===== config.mk =====
export PLATFORM = sky130hd
export DESIGN_NAME = key_switch_arming_sequencer_top
export DESIGN_NICKNAME = d
export VERILOG_FILES = /design/src/sv/ksas_pkg.sv /design/src/sv/ksas_step.sv /design/src/sv/key_switch_arming_sequencer_top.sv
export VERILOG_INCLUDE_DIRS = /design/src /design/src/sv
export SDC_FILE = /design/constraint.sdc
export NUM_CORES = 1
export LEC_CHECK = 0
export ABC_AREA = 1
export BUFFER_PORTS_ARGS = -buffer_cell sky130_fd_sc_hd__buf_4
export CAP_MARGIN = 20
export CELL_PAD_IN_SITES_DETAIL_PLACEMENT = 0
export CELL_PAD_IN_SITES_GLOBAL_PLACEMENT = 1
export CORE_MARGIN = 2
export CORE_UTILIZATION = 40
export CTS_CLUSTER_DIAMETER = 200
export CTS_CLUSTER_SIZE = 40
export DETAILED_ROUTE_END_ITERATION = 12
export GPL_ROUTABILITY_DRIVEN = 1
export GPL_TIMING_DRIVEN = 0
export PLACE_DENSITY = 0.78
export SLEW_MARGIN = 0
export SYNTH_ARGS = -nofsm -noshare
export SYNTH_HDL_FRONTEND = slang
export SYNTH_SLANG_ARGS = --single-unit

===== constraint.sdc =====
create_clock -name clock -period 4.6 [get_ports clock]
set_input_delay 0 -clock clock [delete_from_list [all_inputs] [get_ports clock]]
set_output_delay 0 -clock clock [all_outputs]
set_load 0.01 [all_outputs]

===== src/sv/key_switch_arming_sequencer_top_macros.svh =====
// Assertion helpers for the key switch arming sequencer.
`ifndef KEY_SWITCH_ARMING_SEQUENCER_TOP_MACROS_SVH
`define KEY_SWITCH_ARMING_SEQUENCER_TOP_MACROS_SVH

`ifndef SYNTH
// Consequent must hold in the same cycle as the antecedent.
`define KSAS_ASSERT_SAME(label, clk, rst, ante, cons) \
   label: assert property (@(posedge clk) disable iff (rst) (ante) |-> (cons)) \
      else $error("key switch sequencer check failed");
// Consequent must hold in the cycle after the antecedent.
`define KSAS_ASSERT_NEXT(label, clk, rst, ante, cons) \
   label: assert property (@(posedge clk) disable iff (rst) (ante) |=> (cons)) \
      else $error("key switch sequencer check failed");
`else
`define KSAS_ASSERT_SAME(label, clk, rst, ante, cons)
`define KSAS_ASSERT_NEXT(label, clk, rst, ante, cons)
`endif

`endif


===== src/sv/ksas_pkg.sv =====
package ksas_pkg;

   typedef enum logic [3:0] {
      MODE_WAIT_OFF   = 4'd0,
      MODE_OFF_STOP   = 4'd1,
      MODE_OFF_DISARM = 4'd2,
      MODE_OFF_IDLE   = 4'd3,
      MODE_OFF_FAILED = 4'd4,
      MODE_ARMING     = 4'd5,
      MODE_ACTIVE     = 4'd6,
      MODE_MODE_LOST  = 4'd7,
      MODE_ARM_FAILED = 4'd8,
      MODE_AUTO       = 4'd9,
      MODE_FAULT      = 4'd10
   } mode_type;

   typedef enum logic [1:0] {
      KEY_OFF     = 2'd0,
      KEY_LOCAL   = 2'd1,
      KEY_AUTO    = 2'd2,
      KEY_INVALID = 2'd3
   } key_type;

   localparam logic KIND_TICK  = 1'b0;
   localparam logic KIND_START = 1'b1;

   localparam int CSR_INDEX_WIDTH = 3;
   localparam int CSR_DATA_WIDTH  = 32;

   localparam logic [CSR_INDEX_WIDTH-1:0] CSR_STOP_SPEED      = 3'd0;
   localparam logic [CSR_INDEX_WIDTH-1:0] CSR_STOP_WAIT       = 3'd1;
   localparam logic [CSR_INDEX_WIDTH-1:0] CSR_DISARM_TIMEOUT  = 3'd2;
   localparam logic [CSR_INDEX_WIDTH-1:0] CSR_ARM_TIMEOUT     = 3'd3;
   localparam logic [CSR_INDEX_WIDTH-1:0] CSR_MANUAL_CODE     = 3'd4;

   localparam logic [15:0] STOP_SPEED_RESET     = 16'd10;
   localparam logic [31:0] STOP_WAIT_RESET      = 32'd5000;
   localparam logic [31:0] DISARM_TIMEOUT_RESET = 32'd3000;
   localparam logic [31:0] ARM_TIMEOUT_RESET    = 32'd3000;
   localparam logic [7:0]  MANUAL_CODE_RESET    = 8'd0;

   typedef struct packed {
      logic               kind;
      logic [1:0]         key;
      logic [31:0]        now_ms;
      logic               have_speed;
      logic signed [15:0] speed_cms;
      logic               heartbeat_live;
      logic               is_armed;
      logic [7:0]         mode_code;
      logic               arm_ack_seen;
      logic               arm_ack_ok;
      logic               disarm_ack_seen;
      logic               disarm_ack_ok;
   } req_type;

   typedef struct packed {
      logic       hold_request;
      logic       arm_request;
      logic       manual_request;
      logic       disarm_request;
      logic       neutral_request;
      logic       invalid_key_warning;
      logic       mode_mismatch_warning;
      logic [3:0] mode_now;
   } rsp_type;

   typedef struct packed {
      logic [15:0] stop_speed_threshold_cms;
      logic [31:0] stop_wait_timeout_ms;
      logic [31:0] disarm_confirm_timeout_ms;
      logic [31:0] arm_confirm_timeout_ms;
      logic [7:0]  manual_mode_code;
   } cfg_type;

   typedef struct packed {
      mode_type    mode;
      key_type     previous_key;
      logic [31:0] entered_time;
   } seq_state_type;

   function automatic logic in_local_drive(mode_type m);
      return (m == MODE_ARMING) || (m == MODE_ACTIVE) ||
             (m == MODE_MODE_LOST) || (m == MODE_ARM_FAILED);
   endfunction

endpackage


===== src/sv/ksas_step.sv =====
module ksas_step (
   input  ksas_pkg::req_type       item,
   input  ksas_pkg::seq_state_type state_cur,
   input  ksas_pkg::cfg_type       cfg,
   output ksas_pkg::seq_state_type state_nxt,
   output ksas_pkg::rsp_type       result
);
   import ksas_pkg::*;

   key_type     key;
   logic [31:0] elapsed;
   logic        stopped;
   logic        local_drive;

   assign key         = key_type'(item.key);
   assign elapsed     = item.now_ms - state_cur.entered_time;
   assign stopped     = item.have_speed &&
                        (item.speed_cms < $signed({1'b0, cfg.stop_speed_threshold_cms}));
   assign local_drive = in_local_drive(state_cur.mode);

   always_comb begin
      state_nxt = state_cur;
      state_nxt.previous_key = key;
      result = '0;

      if (item.kind == KIND_START) begin
         state_nxt.entered_time = item.now_ms;
         case (key)
            KEY_OFF: begin
               state_nxt.mode = MODE_OFF_STOP;
               result.hold_request = 1'b1;
            end
            KEY_INVALID: begin
               state_nxt.mode = MODE_FAULT;
               result.invalid_key_warning = 1'b1;
            end
            default: state_nxt.mode = MODE_WAIT_OFF;
         endcase
      end else if (key == KEY_INVALID) begin
         // stamp the time only on entry into fault
         if (state_cur.mode != MODE_FAULT) begin
            result.neutral_request = local_drive;
            state_nxt.mode = MODE_FAULT;
            state_nxt.entered_time = item.now_ms;
         end
         result.invalid_key_warning = 1'b1;
      end else if (key != state_cur.previous_key) begin
         result.neutral_request = local_drive && (key != KEY_LOCAL);
         state_nxt.entered_time = item.now_ms;
         case (key)
            KEY_OFF: begin
               state_nxt.mode = MODE_OFF_STOP;
               result.hold_request = 1'b1;
            end
            KEY_LOCAL: begin
               state_nxt.mode = MODE_ARMING;
               result.arm_request = 1'b1;
               result.manual_request = 1'b1;
            end
            default: state_nxt.mode = MODE_AUTO;
         endcase
      end else begin
         case (state_cur.mode)
            MODE_OFF_STOP: begin
               if (stopped) begin
                  state_nxt.mode = MODE_OFF_DISARM;
                  state_nxt.entered_time = item.now_ms;
                  result.disarm_request = 1'b1;
               end else if (elapsed > cfg.stop_wait_timeout_ms) begin
                  state_nxt.mode = MODE_OFF_FAILED;
                  state_nxt.entered_time = item.now_ms;
               end
            end
            MODE_OFF_DISARM: begin
               if (item.disarm_ack_seen && !item.disarm_ack_ok) begin
                  state_nxt.mode = MODE_OFF_FAILED;
                  state_nxt.entered_time = item.now_ms;
               end else if (item.heartbeat_live && !item.is_armed) begin
                  state_nxt.mode = MODE_OFF_IDLE;
                  state_nxt.entered_time = item.now_ms;
               end else if (elapsed > cfg.disarm_confirm_timeout_ms) begin
                  state_nxt.mode = MODE_OFF_FAILED;
                  state_nxt.entered_time = item.now_ms;
               end
            end
            MODE_ARMING: begin
               if (item.arm_ack_seen && !item.arm_ack_ok) begin
                  state_nxt.mode = MODE_ARM_FAILED;
                  state_nxt.entered_time = item.now_ms;
               end else if (item.heartbeat_live && item.is_armed) begin
                  state_nxt.mode = MODE_ACTIVE;
                  state_nxt.entered_time = item.now_ms;
               end else if (elapsed > cfg.arm_confirm_timeout_ms) begin
                  state_nxt.mode = MODE_ARM_FAILED;
                  state_nxt.entered_time = item.now_ms;
               end
            end
            MODE_ACTIVE: begin
               if (!item.heartbeat_live || !item.is_armed ||
                   (item.mode_code != cfg.manual_mode_code)) begin
                  result.neutral_request = 1'b1;
                  result.hold_request = 1'b1;
                  result.mode_mismatch_warning = 1'b1;
                  state_nxt.mode = MODE_MODE_LOST;
                  state_nxt.entered_time = item.now_ms;
               end
            end
            MODE_MODE_LOST: result.mode_mismatch_warning = 1'b1;
            MODE_FAULT:     result.invalid_key_warning = 1'b1;
            default: ;
         endcase
      end

      result.mode_now = state_nxt.mode;
   end

endmodule


===== src/sv/key_switch_arming_sequencer_top.sv =====
// A transaction waits in the input register until the result register can take it. Throughput:
// one transaction per cycle while rsp_stall is low; the input and result registers form a
// two-stage pipeline and the sequencer state updates as each item enters the result register.
// Reset: clears both stages, loads the register defaults and returns the
// sequencer to wait-off with the key taken as off and the entry time at zero.
`include "key_switch_arming_sequencer_top_macros.svh"

module key_switch_arming_sequencer_top (
   input  logic                                      clock,
   input  logic                                      reset,
   input  logic                                      req_valid,
   output logic                                      req_stall,
   input  ksas_pkg::req_type                         req_data,
   output logic                                      rsp_valid,
   input  logic                                      rsp_stall,
   output ksas_pkg::rsp_type                         rsp_data,
   input  logic                                      csr_write,
   input  logic [ksas_pkg::CSR_INDEX_WIDTH-1:0]      csr_index,
   input  logic [ksas_pkg::CSR_DATA_WIDTH-1:0]       csr_data
);
   import ksas_pkg::*;

   logic          in_valid_ff;
   logic          in_valid_in;
   req_type       in_data_ff;
   logic          out_valid_ff;
   logic          out_valid_in;
   rsp_type       out_data_ff;
   seq_state_type state_ff;
   seq_state_type state_in;
   cfg_type       cfg_ff;
   rsp_type       step_result;
   logic          out_advance;
   logic          step_fire;

   // result register can take a new item when empty or being drained
   assign out_advance = !out_valid_ff || !rsp_stall;
   assign step_fire   = in_valid_ff && out_advance;
   assign req_stall   = in_valid_ff && !out_advance;

   assign in_valid_in  = req_valid || (in_valid_ff && !out_advance);
   assign out_valid_in = step_fire || (out_valid_ff && rsp_stall);

   ksas_step u_step (
      .item      (in_data_ff),
      .state_cur (state_ff),
      .cfg       (cfg_ff),
      .state_nxt (state_in),
      .result    (step_result)
   );

   always_ff @(posedge clock) begin
      if (reset) begin
         in_valid_ff  <= 1'b0;
         out_valid_ff <= 1'b0;
      end else begin
         in_valid_ff  <= in_valid_in;
         out_valid_ff <= out_valid_in;
      end
   end

   always_ff @(posedge clock) begin
      if (req_valid && !req_stall) begin
         in_data_ff <= req_data;
      end
      if (step_fire) begin
         out_data_ff <= step_result;
      end
   end

   always_ff @(posedge clock) begin
      if (reset) begin
         state_ff.mode         <= MODE_WAIT_OFF;
         state_ff.previous_key <= KEY_OFF;
         state_ff.entered_time <= '0;
      end else if (step_fire) begin
         state_ff <= state_in;
      end
   end

   always_ff @(posedge clock) begin
      if (reset) begin
         cfg_ff.stop_speed_threshold_cms  <= STOP_SPEED_RESET;
         cfg_ff.stop_wait_timeout_ms      <= STOP_WAIT_RESET;
         cfg_ff.disarm_confirm_timeout_ms <= DISARM_TIMEOUT_RESET;
         cfg_ff.arm_confirm_timeout_ms    <= ARM_TIMEOUT_RESET;
         cfg_ff.manual_mode_code          <= MANUAL_CODE_RESET;
      end else if (csr_write) begin
         case (csr_index)
            CSR_STOP_SPEED:     cfg_ff.stop_speed_threshold_cms  <= csr_data[15:0];
            CSR_STOP_WAIT:      cfg_ff.stop_wait_timeout_ms      <= csr_data[31:0];
            CSR_DISARM_TIMEOUT: cfg_ff.disarm_confirm_timeout_ms <= csr_data[31:0];
            CSR_ARM_TIMEOUT:    cfg_ff.arm_confirm_timeout_ms    <= csr_data[31:0];
            CSR_MANUAL_CODE:    cfg_ff.manual_mode_code          <= csr_data[7:0];
            default: ;
         endcase
      end
   end

   assign rsp_valid = out_valid_ff;
   assign rsp_data  = out_data_ff;

   `KSAS_ASSERT_NEXT(a_state_tracks_result, clock, reset, step_fire, rsp_valid && (rsp_data.mode_now == state_ff.mode))
   `KSAS_ASSERT_SAME(a_key_warning_in_fault, clock, reset, rsp_valid && rsp_data.invalid_key_warning, rsp_data.mode_now == MODE_FAULT)
   `KSAS_ASSERT_SAME(a_arm_with_manual, clock, reset, rsp_valid, rsp_data.arm_request == rsp_data.manual_request)
   `KSAS_ASSERT_SAME(a_stall_only_when_full, clock, reset, req_stall, in_valid_ff && rsp_valid && rsp_stall)

endmodule

==> results.json <==
{
  "cp.arrival_ns": 4.84,
  "synth_common_cells": "inv_1, nand2_1, a21oi_1",
  "cts-htree-levels": 1,
  "yosysWarnings": 0,
  "cp_slowest_cell": "edfxtp_1",
  "timing.rr.start": "in_data_ff[37]",
  "area_delta_synth_final_pct": 26.95,
  "path_buf_inv": 2,
  "diodes": 0,
  "avgSynthCellArea_um2": 8.186,
  "dp_hpwl_um": 27310,
  "synth.most_common_cell": "inv_1",
  "tightest_slew_ns": 0.8980,
  "ys_async_sr_fraction_pct": 0,
  "worstHoldPathCells": 3,
  "max-vdd-ir-drop_mv": 0.2485,
  "antenna_found_initial": 0,
  "max_cap_viol_count": 0,
  "clockBufferDepth": 3,
  "ff2ff_setup_slack_ns": 0.14,
  "hold_end": "cfg_ff[0]",
  "crit_path_cell_trace": "ha_4, nand2_2, nor3_2, a21oi_2, o21bai_2, a21oi_2, nand2b_4, o21ai_4, a21oi_4, xor2_2, ha_1, nand3_1, nor3_2, and3_1, nand2_1, nand2_1, o21ai_2, nand2_2, nor2_4, buf_4, clkbuf_4, nor4_1, nor2_1",
  "hold_slack_ns": 0.03822,
  "fmaxAchievable_ghz": 0.2245,
  "drt-total-wl_um": 36280,
  "fin_worst_skew_ns": 0.02958,
  "maxSlewViolCount": 0,
  "grt_max_degree": 42,
  "slowest_delay_ns": 0.47,
  "clkLatencyLatePin_ns": 0.51,
  "cts_tree": "yes",
  "ys_seq_elements": 236,
  "start_util_pct": 40.76,
  "status": "finished clean",
  "dr.pass1.iters": 5,
  "rr_endpoint": "state_ff[15]",
  "worstPathRequired_ns": 4.99,
  "viasPerCell": 5.028,
  "grt_pass1_wl_um": 55900,
  "via_count": 11250,
  "syn_inst": 1575,
  "hold_viol": 0,
  "synth_nets": 1823,
  "reg2reg_depth": 23,
  "crit_path_end_kind": "flip-flop",
  "die_area_mm2": 0.03369,
  "synth_edf_count": 76,
  "drc": 0,
  "wl_per_cell_um": 16.22,
  "die_y_um": 183.5,
  "critical_path_class": "flip-flop to flip-flop",
  "grt-ovfl-total": 0,
  "setup_tns_ns": 0,
  "ant_nets": 0,
  "gp_congestion": 0.8700,
  "grt_pass1_vias": 10460,
  "io_pins": 119,
  "fin_crit_ns": 4.455,
  "crit_fanout": 10,
  "ys.flop_type": "dfxtp_1",
  "syn_area_mm2": 0.01289,
  "cpLargestDelayFamily": "simple AND/OR/NAND/NOR gates",
  "cp-start-kind": "flip-flop",
  "period_share_pct": 96.85,
  "netlist.area_leader.share_pct": 24.84,
  "min_path_type": "input port to flip-flop",
  "clk_pin_slew_ns": 0.15,
  "std_cell_rows": 65,
  "synth_top_cells_by_area": "dfxtp_1, edfxtp_1, ha_1",
  "total_power_w": 0.005107,
  "cts_buffers": 9,
  "numPortBuffers": 118,
  "core_area_mm2": 0.03164,
  "clockRootBuffer": "clkbuf_16",
  "min_from": "csr_write",
  "ys_seq_area_share_pct": 42.54,
  "fin_nets": 2081,
  "setup_viol": 0,
  "grt_usage_pct": 20.94,
  "synth_cell_types": 45,
  "drtIter0Drc": 700,
  "max_slew_margin_pct": 40.13,
  "p_leak_nw": 6.898,
  "die_x_um": 183.5,
  "p_per_area_mw_per_mm2": 312.0,
  "final_layout_size_suffix_gt1_share_pct": 15.04,
  "cts.sinks": 236,
  "yosysTopAreaCell": "dfxtp_1"
}
==> cells in the final DEF, fill, tap and decap left out, drive strengths merged, types with 3 or more instances in the layout <==
master	instances
inv	229
nand2	208
a21oi	204
o21ai	181
dfxtp	160
buf	149
nor2	143
ha	141
dlygate4sd3	105
edfxtp	76
clkbuf	57
nor4	35
nand3	31
xor2	21
xnor2	18
o211ai	16
nor3	14
nand4	11
o21a	9
a21o	6
nand3b	3
clkinv	3
o21bai	3
a31oi	3
==> cell type report <==
type	count	area (um2)
timing repair buffer	247	2142
multi-input combinational	1056	6869
fill	3037	15270
tap	402	503.0
sequential	236	5485
buffer	51	236.5
inverter	232	870.8
clock buffer	13	261.5
==> state kept, by name (all words and copies together) (netlist names) <==
signal	cells
cfg_ff	120
rsp_valid	1
in_valid_ff	1
rsp_data	10
in_data_ff	66
state_ff	38
==> worst max path at each step <==
stage / end / startpoint / slack [ns] / depth (start not counted)
after floorplan: state_ff[0] / in_data_ff[31] / 0.95 / 27
after global placement: state_ff[1] / in_data_ff[37] / -0.16 / 22
after detailed placement: state_ff[1] / in_data_ff[33] / -0.18 / 23
after CTS: state_ff[11] / in_data_ff[34] / 0.02 / 24
after global routing: state_ff[31] / in_data_ff[37] / -0.04 / 25
final: state_ff[15] / in_data_ff[37] / 0.14 / 23
==> metal layers <==
layer / routed length, um / vias up / GRT usage [%] / share of wire [%]
met3: 1331 / 30 / 1.684 / 3.7
met4: 545 / 0 / 3.808 / 1.5
met1: 17080 / 5202 / 28.83 / 47
met2: 17320 / 227 / 36.29 / 48
li1: - / 5789 / - / -
met5: 0 / - / 0 / 0
==> repair_timing <==
action / 4_1_cts / 5_1_grt
endpoints found under the hold margin: 188 / 0
gates resized for setup: 14 / 101
buffers inserted: 1 / 21
pin swaps: 2 / 40
endpoints found under the setup margin: 33 / 40
cloned: 0 / 1
hold buffers: 105 / 0
==> worst register-to-register path: stages (launching register included) <==
cell and delay [ns]:
edfxtp_1 0.47, ha_4 0.32, nand2_2 0.08, nor3_2 0.20
a21oi_2 0.10, o21bai_2 0.23, a21oi_2 0.11, nand2b_4 0.17
o21ai_4 0.24, a21oi_4 0.11, xor2_2 0.19, ha_1 0.36
nand3_1 0.11, nor3_2 0.27, and3_1 0.24, nand2_1 0.08
nand2_1 0.07, o21ai_2 0.08, nand2_2 0.11, nor2_4 0.07
buf_4 0.14, clkbuf_4 0.20, nor4_1 0.30, nor2_1 0.09
==> kinds of logic (layout without fill, tap and decap cells) <==
| group | after synthesis | in the layout | synth area share [%] |
|---|---|---|---|
| AOI/OAI and AO/OA | 426 | 426 | 17.45 |
| xor gates and xnor gates | 39 | 39 | 2.649 |
| adders and majority gates | 142 | 142 | 13.84 |
| buffers and inverters | 283 | 543 | 8.501 |
| DFF | 236 | 236 | 42.54 |
| and+or+nand+nor | 449 | 449 | 15.02 |
==> power breakdown <==
| group | internal, W | switching [W] | total (W) |
|---|---|---|---|
| logic | 0.000721 | 0.00101 | 0.00173 |
| registers | 0.00226 | 0.0000509 | 0.00231 |
| clock network | 0.000403 | 0.000666 | 0.00107 |
| total | 0.00338 | 0.00172 | 0.00511 |
==> per-stage QoR <==
stage | instances | area, um2 | worst slack, ns | util [%]
final | 2237 | 16370 | 0.1448 | 51.74
after global routing | 2237 | 16370 | -0.04195 | 51.74
after CTS | 2215 | 15690 | 0.01508 | 49.61
after detailed placement | 2096 | 14300 | -0.1767 | 45.21
after global placement | 2095 | 14280 | -0.1650 | 45.15
after floorplan | 1575 | 12890 | 0.9526 | -
No activity file was read; power rests on OpenSTA's default activity.
